$ cat src/rtl/sem_pkg.sv
// Shared types, constants and helpers for the Sobel edge magnitude block.
package sem_pkg;

    localparam int unsigned PIX_W     = 8;
    localparam int unsigned MAX_WIDTH = 256;
    localparam int unsigned ADDR_W    = $clog2(MAX_WIDTH);
    localparam int unsigned DIM_W     = 9;
    localparam int unsigned IDX_W     = 2;
    localparam int unsigned POS_W     = 8;

    localparam logic [IDX_W-1:0] CFG_IDX_WIDTH  = 2'd0;
    localparam logic [IDX_W-1:0] CFG_IDX_HEIGHT = 2'd1;

    localparam logic [DIM_W-1:0] WIDTH_RESET  = 9'd188;
    localparam logic [DIM_W-1:0] HEIGHT_RESET = 9'd120;
    localparam logic [DIM_W-1:0] DIM_MIN      = 9'd3;
    localparam logic [DIM_W-1:0] DIM_MAX      = 9'd256;

    // One column of the 3x3 window, oldest row on top.
    typedef struct packed {
        logic [PIX_W-1:0] top;
        logic [PIX_W-1:0] mid;
        logic [PIX_W-1:0] bot;
    } column_t;

    // Line store entry: two rows above the current pixel.
    typedef struct packed {
        logic [PIX_W-1:0] middle;
        logic [PIX_W-1:0] upper;
    } line_entry_t;

    // Clamp a dimension register to 3..256 and return its last index.
    function automatic logic [POS_W-1:0] last_index(input logic [DIM_W-1:0] v);
        logic [DIM_W-1:0] c;
        begin
            if (v < DIM_MIN) begin
                c = DIM_MIN;
            end else if (v > DIM_MAX) begin
                c = DIM_MAX;
            end else begin
                c = v;
            end
            last_index = POS_W'(c - 9'd1);
        end
    endfunction

endpackage

$ cat src/rtl/sem_line_store.sv
// Two-row line store: one synchronous RAM, one write and one registered read port.
module sem_line_store (
    input  logic                         aclk,
    input  logic                         rd_en,
    input  logic [sem_pkg::ADDR_W-1:0]   rd_addr,
    output sem_pkg::line_entry_t         rd_data,
    input  logic                         wr_en,
    input  logic [sem_pkg::ADDR_W-1:0]   wr_addr,
    input  sem_pkg::line_entry_t         wr_data
);

    sem_pkg::line_entry_t mem [sem_pkg::MAX_WIDTH];
    sem_pkg::line_entry_t rd_data_reg;

    // read-before-write on a shared address; the caller forwards
    always_ff @(posedge aclk) begin
        if (rd_en) begin
            rd_data_reg <= mem[rd_addr];
        end
    end

    always_ff @(posedge aclk) begin
        if (wr_en) begin
            mem[wr_addr] <= wr_data;
        end
    end

    assign rd_data = rd_data_reg;

endmodule

$ cat config.mk
export PLATFORM = sky130hd
export DESIGN_NAME = sem_line_store
export DESIGN_NICKNAME = d
export VERILOG_FILES = /design/src/rtl/sem_pkg.sv /design/src/rtl/sem_line_store.sv
export SDC_FILE = /design/constraint.sdc
export NUM_CORES = 2
export LEC_CHECK = 0
export BUFFER_PORTS_ARGS = -buffer_cell sky130_fd_sc_hd__buf_2
export CORE_AREA = 2 2 714 503
export DETAILED_ROUTE_END_ITERATION = 8
export DIE_AREA = 0 0 716 505
export HOLD_SLACK_MARGIN = 0.1
export PLACE_DENSITY = 0.68
export SYNTH_ARGS = -nofsm -noshare
export SYNTH_HDL_FRONTEND = slang
export SYNTH_SLANG_ARGS = --single-unit
$ cat constraint.sdc
create_clock -name aclk -period 3.9 [get_ports aclk]
set_clock_uncertainty 0.1 [all_clocks]
set_input_delay 0.585 -clock aclk [delete_from_list [all_inputs] [get_ports aclk]]
set_output_delay 0.585 -clock aclk [all_outputs]
set_load 0.03 [all_outputs]
Word level (Yosys, flattened, before mapping). Memory sizes are Yosys's and may differ from the RTL's. A register that Yosys moved wholly into a read port is not among the register bits. Index checks and enable logic that the tools add are counted.

Muxes and demuxes: 2.

Operator list (number): $mux 1 (2).

Register bits after elaboration: 0. Memory bits (writable): 4096. Bits of input ports: 35. Memories: 1.

Memories: mem (words 256, bits a word 16, read ports 1, clocked after memory_dff 1, write ports 1, line sem_line_store.sv:12) `sem_pkg::line_entry_t mem [sem_pkg::MAX_WIDTH];`.

Logic depth before layout (Yosys ltp).
Word-level depth: 2. Gate-level depth with buffers: 12. Depth with buffers taken out: 6.

Least setup slack after synthesis. No wires, ideal clock.

Path kind: in2reg. From: in rd_addr[0] in the netlist's numbering. To: reg, netlist name rd_data[4]. Setup time: 0.265 ns. Data arrival time: 2.569 ns. Required time: 3.535 ns. Slack: 0.966 ns. Cell stages on the path: 8. Path buffers: 3. Path through: buf_6 > buf_6 > buf_2 > mux4_2 > mux4_2 > a22o_1 > o32ai_2 > nor4_2.

RTL lines: start, declared (line sem_line_store.sv:5) `input logic [sem_pkg::ADDR_W-1:0] rd_addr,`.

==> impl_metrics.ini <==
[clock_tree]
clock_latency_ns = 0.92
cts_tree = done
cts_buffer_depth = 4
cts_setup_buffers = 0
cts_buffers = 369
cts_sinks = 4112
cts-root-buf = clkbuf_16
clkSlewWorstSetupHoldPaths_ns = 0.06
cts-htree-levels = 5

[final_layout]
largest_reg_flops = 4096
fin_cells = 13100
drive_gt1_share_pct = 27.1
final_common_cell = edfxtp_1
layout_common_cells = edfxtp_1 (4,112), mux4_2 (797), buf_4 (652), mux2i_1 (565), clkbuf_16 (381)
syn2layout_area_growth_pct = 14.4
post-route-util_pct = 51.3
post-route-cell-area_sq_um = 182000
finalNetCount = 8132

[floorplanning]
coreArea_sq_um = 354000
dieArea_sq_um = 362000
rows = 183
ios = 51
die_y_microns = 505
start_util_pct = 44.9
fp.dieW_microns = 716

[setup_path]
end_kind = register
timing.rr.end = rd_data[1]
critPathArrivalTime_ns = 4.16
worstSetupPathType = in -> reg
cp_slowest_cell = a22oi_1
r2r_cells = 8
cp_cell_sequence = buf_12, buf_12, buf_12, buf_12, buf_4, mux2i_1, o221ai_1, o22ai_1, a22oi_1, nand3_2, nor4_1
cp_max_fo = 55
cpPeakStageDelay_ns = 0.50
setup.worst_path.start = rd_addr[0]
start_kind = primary input
reg2reg_setup_slack_ns = 0.55
required_ns = 4.51
crit_top_cell = buf_12
critical_path_buf_inv_count = 5
cp.depth = 11
path_delay_family = buffers and inverters
r2r_start = mem[3][1]

[synthesis]
yosys.area_share.simple_pct = 1.57
synth_top_family_by_area = multiplexers
synth_compound_area_share_pct = 3.53
synth-edff-count = 4112
muxShareOfSynthArea_pct = 15.5
synth_cell_types = 51
netlist_instances = 7360
yosys.area_share.adder_pct = 0
yosysWarnings = 0
synth_area_sq_um = 159000
synth.avg_cell_area_sq_um = 21.6
yosys_most_used_dff = edfxtp_1
synth.yosys.seq_area_share_pct = 77.7
synth_xor_area_share_pct = 0
ys_ff_latch = 4112
async_reset_ff_share_pct = 0
syn_nets = 7395

[grt]
grt_pass1_vias = 78900
overflow = 0
grt_max_degree = 121
track_usage_pct = 23.2
grt_pass1_wl_mm = 599
antenna_found_initial = 46

[pwr]
peakVddDrop_v = 0.000506
total_power_uw = 89800
p_leak_uw = 0.0580
power_density_nw_per_um2 = 494

[flow_run]
maxCapViolations = 0

[placement]
portBuffers = 50
post-place-cells = 12400
place_congestion = 0.922
place_area_sq_um = 170000
post-dp-hpwl_mm = 268

[worst_hold_path]
min_from = wr_data[1]
holdCritPathClass = in -> reg
hold_depth = 1
hold_path_end = mem[230][1]

[route]
vias_per_cell = 6.24
wire_per_inst_microns = 32.5
drcViolationCount = 0
dr.pass1.iters = 7
ant_nets = 0
num_vias = 81900
first_iter_violations = 13500
wl_mm = 426

[sta]
rsz0062_at_grt = false
setup_viol = 0
fmax_mhz = 282
worst_slew_pin_slew_ns = 1.40
fin_crit_ns = 3.54
slew_headroom_pct = 5.93
finalCritPeriodShare_pct = 90.9
drv_slew = 0
hold_viol_final = 0

[run_status]
status = complete, no violations
==> synthesized netlist by cell type (35+ instances only) <==
master	number	area share [%]
o22ai_1	148	0.58
mux2_2	88	0.62
clkbuf_1	230	0.54
nor2_1	304	0.72
nor3_1	92	0.29
mux4_2	797	11
a22oi_1	43	0.20
mux2i_1	565	3.6
nand3_1	35	0.11
nand2_1	38	0.090
buf_2	76	0.24
a21oi_1	175	0.55
o21ai_0	37	0.12
edfxtp_1	4112	78
buf_6	77	0.55
o221ai_1	252	1.4
==> area by class of cell <==
class                   count  area [sq um]
clock buffers             449          9790
fillers                 27100        173000
diodes                     11          27.5
repair buffers            818          7560
well taps                4717          5900
flip-flops and latches   4112        123000
inverters                   4          27.5
multi-input cells        2792         32900
clock inverters           224          2010
==> metrics by stage <==
stage | setup TNS [ns] | hold WS [ns] | worst slack [ns]
floorplan | 0 | 0.584 | 0.966
global placement | -2.25 | 0.859 | -0.535
detailed placement | -2.47 | 0.861 | -0.585
CTS | 0 | 0.103 | 0.330
global route | 0 | 0.108 | 0.183
finish | 0 | 0.0848 | 0.355
==> repair_timing <==
action                                 4_1_cts  5_1_grt
endpoints found under the hold margin      185        6
resized for setup                            0        2
setup endpoints to repair                    0        2
hold buffers                                 9        2
==> worst max path at each step <==
stage	to	slack, ns
global placement	rd_data[0]	-0.54
CTS	rd_data[0]	0.33
floorplan	rd_data[4]	0.97
global route	rd_data[0]	0.18
detailed placement	rd_data[0]	-0.58
finish	rd_data[0]	0.36
==> cells by family after synthesis <==
family          count (synthesis)
flops                        4112
simple gates                  556
mux                          1450
buf+inv                       456
compound gates                786
==> per-layer routing <==
| metal | part of all wire (%) | track usage, % | vias to the layer above | wire length [microns] |
|---|---|---|---|---|
| met2 | 43 | 33.3 | 5379 | 185000 |
| met1 | 39 | 34.3 | 43000 | 167000 |
| met3 | 14 | 7.59 | 756 | 61200 |
| met4 | 2.9 | 5.97 | 20 | 12600 |
| met5 | 0.027 | 0 | - | 116 |
| li1 | - | - | 32800 | - |
==> report_power, final <==
part	switching, uW	total (uW)	internal, uW
Sequential	63.2	48800	48700
Combinational	3200	4960	1760
Clock	15800	36000	20200
No activity file was read; power rests on OpenSTA's default activity.
