--- src/rtl/sem_pkg.sv ---
// Shared types, constants and helpers for the Sobel edge magnitude block.
package sem_pkg;

    localparam int unsigned PIX_W     = 8;
    localparam int unsigned MAX_WIDTH = 256;
    localparam int unsigned ADDR_W    = $clog2(MAX_WIDTH);
    localparam int unsigned DIM_W     = 9;
    localparam int unsigned IDX_W     = 2;
    localparam int unsigned POS_W     = 8;

    localparam logic [IDX_W-1:0] CFG_IDX_WIDTH  = 2'd0;
    localparam logic [IDX_W-1:0] CFG_IDX_HEIGHT = 2'd1;

    localparam logic [DIM_W-1:0] WIDTH_RESET  = 9'd188;
    localparam logic [DIM_W-1:0] HEIGHT_RESET = 9'd120;
    localparam logic [DIM_W-1:0] DIM_MIN      = 9'd3;
    localparam logic [DIM_W-1:0] DIM_MAX      = 9'd256;

    // One column of the 3x3 window, oldest row on top.
    typedef struct packed {
        logic [PIX_W-1:0] top;
        logic [PIX_W-1:0] mid;
        logic [PIX_W-1:0] bot;
    } column_t;

    // Line store entry: two rows above the current pixel.
    typedef struct packed {
        logic [PIX_W-1:0] middle;
        logic [PIX_W-1:0] upper;
    } line_entry_t;

    // Clamp a dimension register to 3..256 and return its last index.
    function automatic logic [POS_W-1:0] last_index(input logic [DIM_W-1:0] v);
        logic [DIM_W-1:0] c;
        begin
            if (v < DIM_MIN) begin
                c = DIM_MIN;
            end else if (v > DIM_MAX) begin
                c = DIM_MAX;
            end else begin
                c = v;
            end
            last_index = POS_W'(c - 9'd1);
        end
    endfunction

endpackage

--- src/rtl/sem_kernel.sv ---
// 3x3 window columns and the Sobel gradient magnitude of the current window.
module sem_kernel (
    input  logic                        aclk,
    input  logic                        aresetn,
    input  logic                        shift_en,
    input  sem_pkg::column_t            col_in,
    output logic [sem_pkg::PIX_W-1:0]   magnitude
);

    sem_pkg::column_t old_reg, old_next;   // column x-1 of the centre
    sem_pkg::column_t ctr_reg, ctr_next;   // centre column

    logic [9:0] px_sum, nx_sum, py_sum, ny_sum;
    logic [9:0] dx, dy;
    logic [8:0] sum;

    always_comb begin
        old_next = old_reg;
        ctr_next = ctr_reg;
        if (shift_en) begin
            old_next = ctr_reg;
            ctr_next = col_in;
        end
    end

    always_ff @(posedge aclk) begin
        if (!aresetn) begin
            old_reg <= '0;
            ctr_reg <= '0;
        end else begin
            old_reg <= old_next;
            ctr_reg <= ctr_next;
        end
    end

    // Both sides are weighted sums of pixels, so |g| is a plain difference.
    always_comb begin
        px_sum = 10'(col_in.top) + {1'b0, col_in.mid, 1'b0} + 10'(col_in.bot);
        nx_sum = 10'(old_reg.top) + {1'b0, old_reg.mid, 1'b0} + 10'(old_reg.bot);
        py_sum = 10'(old_reg.top) + {1'b0, ctr_reg.top, 1'b0} + 10'(col_in.top);
        ny_sum = 10'(old_reg.bot) + {1'b0, ctr_reg.bot, 1'b0} + 10'(col_in.bot);
        dx     = (px_sum >= nx_sum) ? (px_sum - nx_sum) : (nx_sum - px_sum);
        dy     = (py_sum >= ny_sum) ? (py_sum - ny_sum) : (ny_sum - py_sum);
        // |g/4| truncated toward zero equals |g| >> 2
        sum       = {1'b0, dx[9:2]} + {1'b0, dy[9:2]};
        magnitude = sum[8:1];
    end

endmodule

--- config.mk ---
export PLATFORM = sky130hd
export DESIGN_NAME = sem_kernel
export DESIGN_NICKNAME = d
export VERILOG_FILES = /design/src/rtl/sem_pkg.sv /design/src/rtl/sem_kernel.sv
export SDC_FILE = /design/constraint.sdc
export NUM_CORES = 1
export LEC_CHECK = 0
export ABC_CLOCK_PERIOD_IN_PS = 15740
export BUFFER_PORTS_ARGS = -buffer_cell sky130_fd_sc_hd__buf_2
export CAP_MARGIN = 20
export CORE_AREA = 4 4 108 110
export CTS_CLUSTER_DIAMETER = 100
export CTS_CLUSTER_SIZE = 25
export DETAILED_ROUTE_END_ITERATION = 7
export DIE_AREA = 0 0 112 114
export GPL_ROUTABILITY_DRIVEN = 0
export HOLD_SLACK_MARGIN = 0.15
export PLACE_DENSITY = 0.66
export RECOVER_POWER = 25
export REMOVE_ABC_BUFFERS = 1
export SYNTH_ARGS = -nofsm -noshare
export SYNTH_HDL_FRONTEND = slang
export SYNTH_SLANG_ARGS = --single-unit
export TNS_END_PERCENT = 1
--- constraint.sdc ---
create_clock -name aclk -period 15.74 [get_ports aclk]
set_input_delay 0.787 -clock aclk [delete_from_list [all_inputs] [get_ports aclk]]
set_output_delay 0.787 -clock aclk [all_outputs]
set_load 0.005 [all_outputs]
# After elaboration in Yosys (flattened, before gate mapping)
# Cells that the tools add are included.
[word_totals] out_inout_bits=8 input_bits=27 word_cells=23 register_bits=48
[op_classes] muxes=2 order_cmp=2 n_addsub=13
[ops] cell="$add 10x8->10" count=4
[ops] cell="$add 8x9->10" count=4
[ops] cell="$sub 10x10->10" count=4
[ops] cell="$ge 10x10->1" count=2
[ops] cell="$mux 10" count=2
[ops] cell="$add 8x8->9" count=1

# Logic depth before layout (Yosys ltp)
[logic_depth] depth_word=5 depth_mapped=30 mapped_depth_nobuf=29

# Worst setup path after synthesis
# Ideal clock, no wire load.
[synth_timing] path_kind="input to output" start="in col_in[1] in the netlist's numbering" end="out magnitude[6] in the netlist's numbering" n_path_buf=1 path_stages=27 t_arrival_ns=5.683 required_ns=14.953 path_slack_ns=9.270 cell_sequence="inv_1 fa_1 inv_1 ha_1 fa_1 a21o_1 a21oi_1 o21bai_1 a21oi_1 nor2b_1 o21ai_0 nand2b_1 ha_1 a21oi_1 inv_1 a31oi_1 and2_4 buf_6 mux2i_1 o31ai_2 a221oi_2 xnor2_1 ha_1 and3_1 a211o_1 a21oi_1 xnor2_1"
[synth_via] elab_chain_len=4 word_cells_on_any_way=11 classes_between="7 x add/sub; 2 x order compare; 2 x mux"
[synth_rtl] element="from (decl)" line="sem_kernel.sv:6" text="input sem_pkg::column_t col_in,"
[synth_rtl] element="$add 10x8->10 (on tied branches)" line="sem_kernel.sv:38, sem_kernel.sv:41"
[synth_rtl] element="$sub 10x10->10 (tied with other cells)" line="sem_kernel.sv:42" text="dx = (px_sum >= nx_sum) ? (px_sum - nx_sum) : (nx_sum - px_sum);"
[synth_rtl] element="$mux 10 (on tied branches)" line="sem_kernel.sv:42, sem_kernel.sv:43"
[synth_rtl] element="$add 8x8->9 (*)" line="sem_kernel.sv:45" text="sum = {1'b0, dx[9:2]} + {1'b0, dy[9:2]};"
[synth_rtl] element="to (decl)" line="sem_kernel.sv:7" text="output logic [sem_pkg::PIX_W-1:0] magnitude"
# Every way passes the cells marked *; elsewhere a longest branch is shown, timed or not.

# Worst setup path after layout
# Ends and elaborated chain as after synthesis.

==> reports/results.ini <==
[drt]
dr.pass1.iters=4
postRouteAntennaNets=0
wl_per_cell_um=13.9
drc_errors=0
viasPerCell=5.10
drt-initial-drc-count=113
drt-total-wl_mm=10.2
via_count=3714

[logic_synthesis]
synth_ff_type=dfxtp_1
ys_warn_count=0
synth_area_leaders=ha_1, dfxtp_1, fa_1
synth-edff-count=0
synth_largest_type_area_fraction=0.194
synth_cells=557
seq_area_frac_synth=0.184
synth_area_leader_cell=ha_1
synth.distinct_cells=47
postSynthAreaPerCell_um2=9.38
synthArstFlopShare=0
synth.cell_area_um2=5220
synth-seq-cells=48

[timing]
rsz0062_at_grt=false
setup_viol=0
worst_slack_ns=8.36
report.final.slew_viol_count=49
tightestPinTransition_ns=3.32
period_share=0.469
final.setup.tns_ns=0
timing.slew.headroom=-1.21
min_period_ns=7.38
hold_ws_ns=0.524
hold_viol_final=0
clock_skew_ns=0.000958
max_freq_mhz=136

[die]
die_w_um=112
core_um2=10700
rows=38
start_util=0.488
die_area_um2=12800
io_pins=35
die_h_um=114

[global_routing]
grt_max_degree=49
first_global_vias=3773
antenna_found_initial=0
grt_pass1_wl_mm=17.7
grt.total_usage=0.168
grt_remaining_overflow=0

[worst_setup_path]
worstRegToRegCells=2
path_delay_family=compound AO/OA/AOI/OAI gates
critical_path_buf_inv_count=5
r2r_start=old_reg[3]$_SDFFE_PN0P_
rr_endpoint=old_reg[3]$_SDFFE_PN0P_
cp_data_required_time_ns=14.95
cp-start-kind=input port
path_max_fanout=11
crit_type=in -> out
cp-end-kind=output pin
cpMostUsedCell=a21oi_1
critPathArrivalTime_ns=6.59
crit_path_top_delay_cell=fa_1
cpPeakStageDelay_ns=0.54
regToRegSetupSlack_ns=14.95

[power_and_ir_drop]
power_mw=0.963
leakagePower_nw=2.84
powerDensity_nw_per_um2=171
p_seq_frac=0.137
internal_power_mw=0.526
clockPowerShare=0.080
swShare=0.454
ir_drop_mv=0.190
p_comb_frac=0.782
switchingPower_mw=0.437

[clock_network]
cts.sinks=48
clockBufferDepth=2
cts_tree=done
post_cts_buffers=0
root_buffer=clkbuf_8
cts.clk_slew.worst_paths_ns=0.08
clock_insertion_delay_worst_skew_ns=0.31
post_cts_resized=0
holdBufCountCts=0
cts.htree.levels=2
numCtsBuffers=5

[hold_path]
hold_depth=2
min-delay-start=ctr_reg[13]$_SDFFE_PN0P_
hold_path_class=reg -> reg
holdPathEnd=ctr_reg[13]$_SDFFE_PN0P_

[finish]
final_cell_area_um2=5610
nets=728
mostFrequentLayoutCell=ha_1
synthToLayoutAreaGrowth_pct=7.47
layout-drive-gt1-share=0.0884
diodes=0
final_cell_mix=ha_1, inv_1, nor2b_1, mux2i_1, dfxtp_1

[place]
place_area_um2=5520
post-place-ws_ns=8.38
numPortBuffers=34
dpl.hpwl_mm=8.73

[run_status]
violations=max-capacitance violations, max-slew violations
status=finished, violations left

[run]
maxCapViolations=1

[metal layers]
metal / vias up / global-route usage / share of wire
met5: - / 0 / 0
met4: 0 / 0.0409 / 0.016
met3: 12 / 0.0244 / 0.025
met2: 51 / 0.301 / 0.51
met1: 1724 / 0.213 / 0.45
li1: 1927 / - / -
[through the flow]
step | instances | util
finish | 728 | 0.525
global route | 728 | 0.525
CTS | 728 | 0.525
detailed placement | 720 | 0.516
global placement | 720 | 0.516
floorplan | 545 | -
[worst max-delay path by stage]
stage	from	end	slack, ns	depth (start not counted)
after floorplan	col_in[1]	magnitude[6]	9.23	26
after global placement	col_in[1]	magnitude[6]	8.40	28
after detailed placement	col_in[1]	magnitude[6]	8.38	28
after CTS	col_in[1]	magnitude[6]	8.34	28
after global routing	col_in[1]	magnitude[6]	7.85	28
final	col_in[1]	magnitude[6]	8.36	28
[worst min-delay path, cell delays in order, from the launching register on]
cell and delay, ns:
dfxtp_1 0.33, mux2i_1 0.07, nor2b_1 0.10
[cells by family (layout without fill, tap and decap cells)]
logic type	after synthesis	after routing	share of synthesized area
AO/OA/AOI/OAI	107	107	0.140
flip-flops	48	48	0.184
AND/OR/NAND/NOR	101	101	0.112
buffers and inverters	89	120	0.0654
multiplexers	54	54	0.103
adder cells (fa/ha/maj)	114	114	0.321
XOR/XNOR	44	44	0.0738
[final cells by class]
cell class	count	area (um2)
clock inverter	1	7.51
fill	986	5080
sequential	48	961
tap	140	175
multi-input combinational	420	3920
inverter	77	289
clock buffer	7	86.3
timing repair buffer	35	174
[cell usage after synthesis, drive strengths merged, types with 9 or more instances]
master / n
clkbuf: 9
fa: 33
mux2i: 54
o21ai: 12
ha: 81
nor2: 10
nor2b: 54
nand2: 10
a21o: 12
xor2: 13
o21bai: 16
xnor2: 31
inv: 77
a21oi: 35
dfxtp: 48
[power groups by stage]
stage	sequential, mW	clock, mW	combinational (mW)
2_1_floorplan	0.134	0	0.549
3_3_place_gp	0.135	0	0.742
3_5_place_dp	0.135	0	0.759
4_1_cts	0.133	0.0809	0.762
5_1_grt	0.133	0.0861	0.847
6_report	0.132	0.0771	0.753
Note: power is estimated with default switching activity, not from simulation.
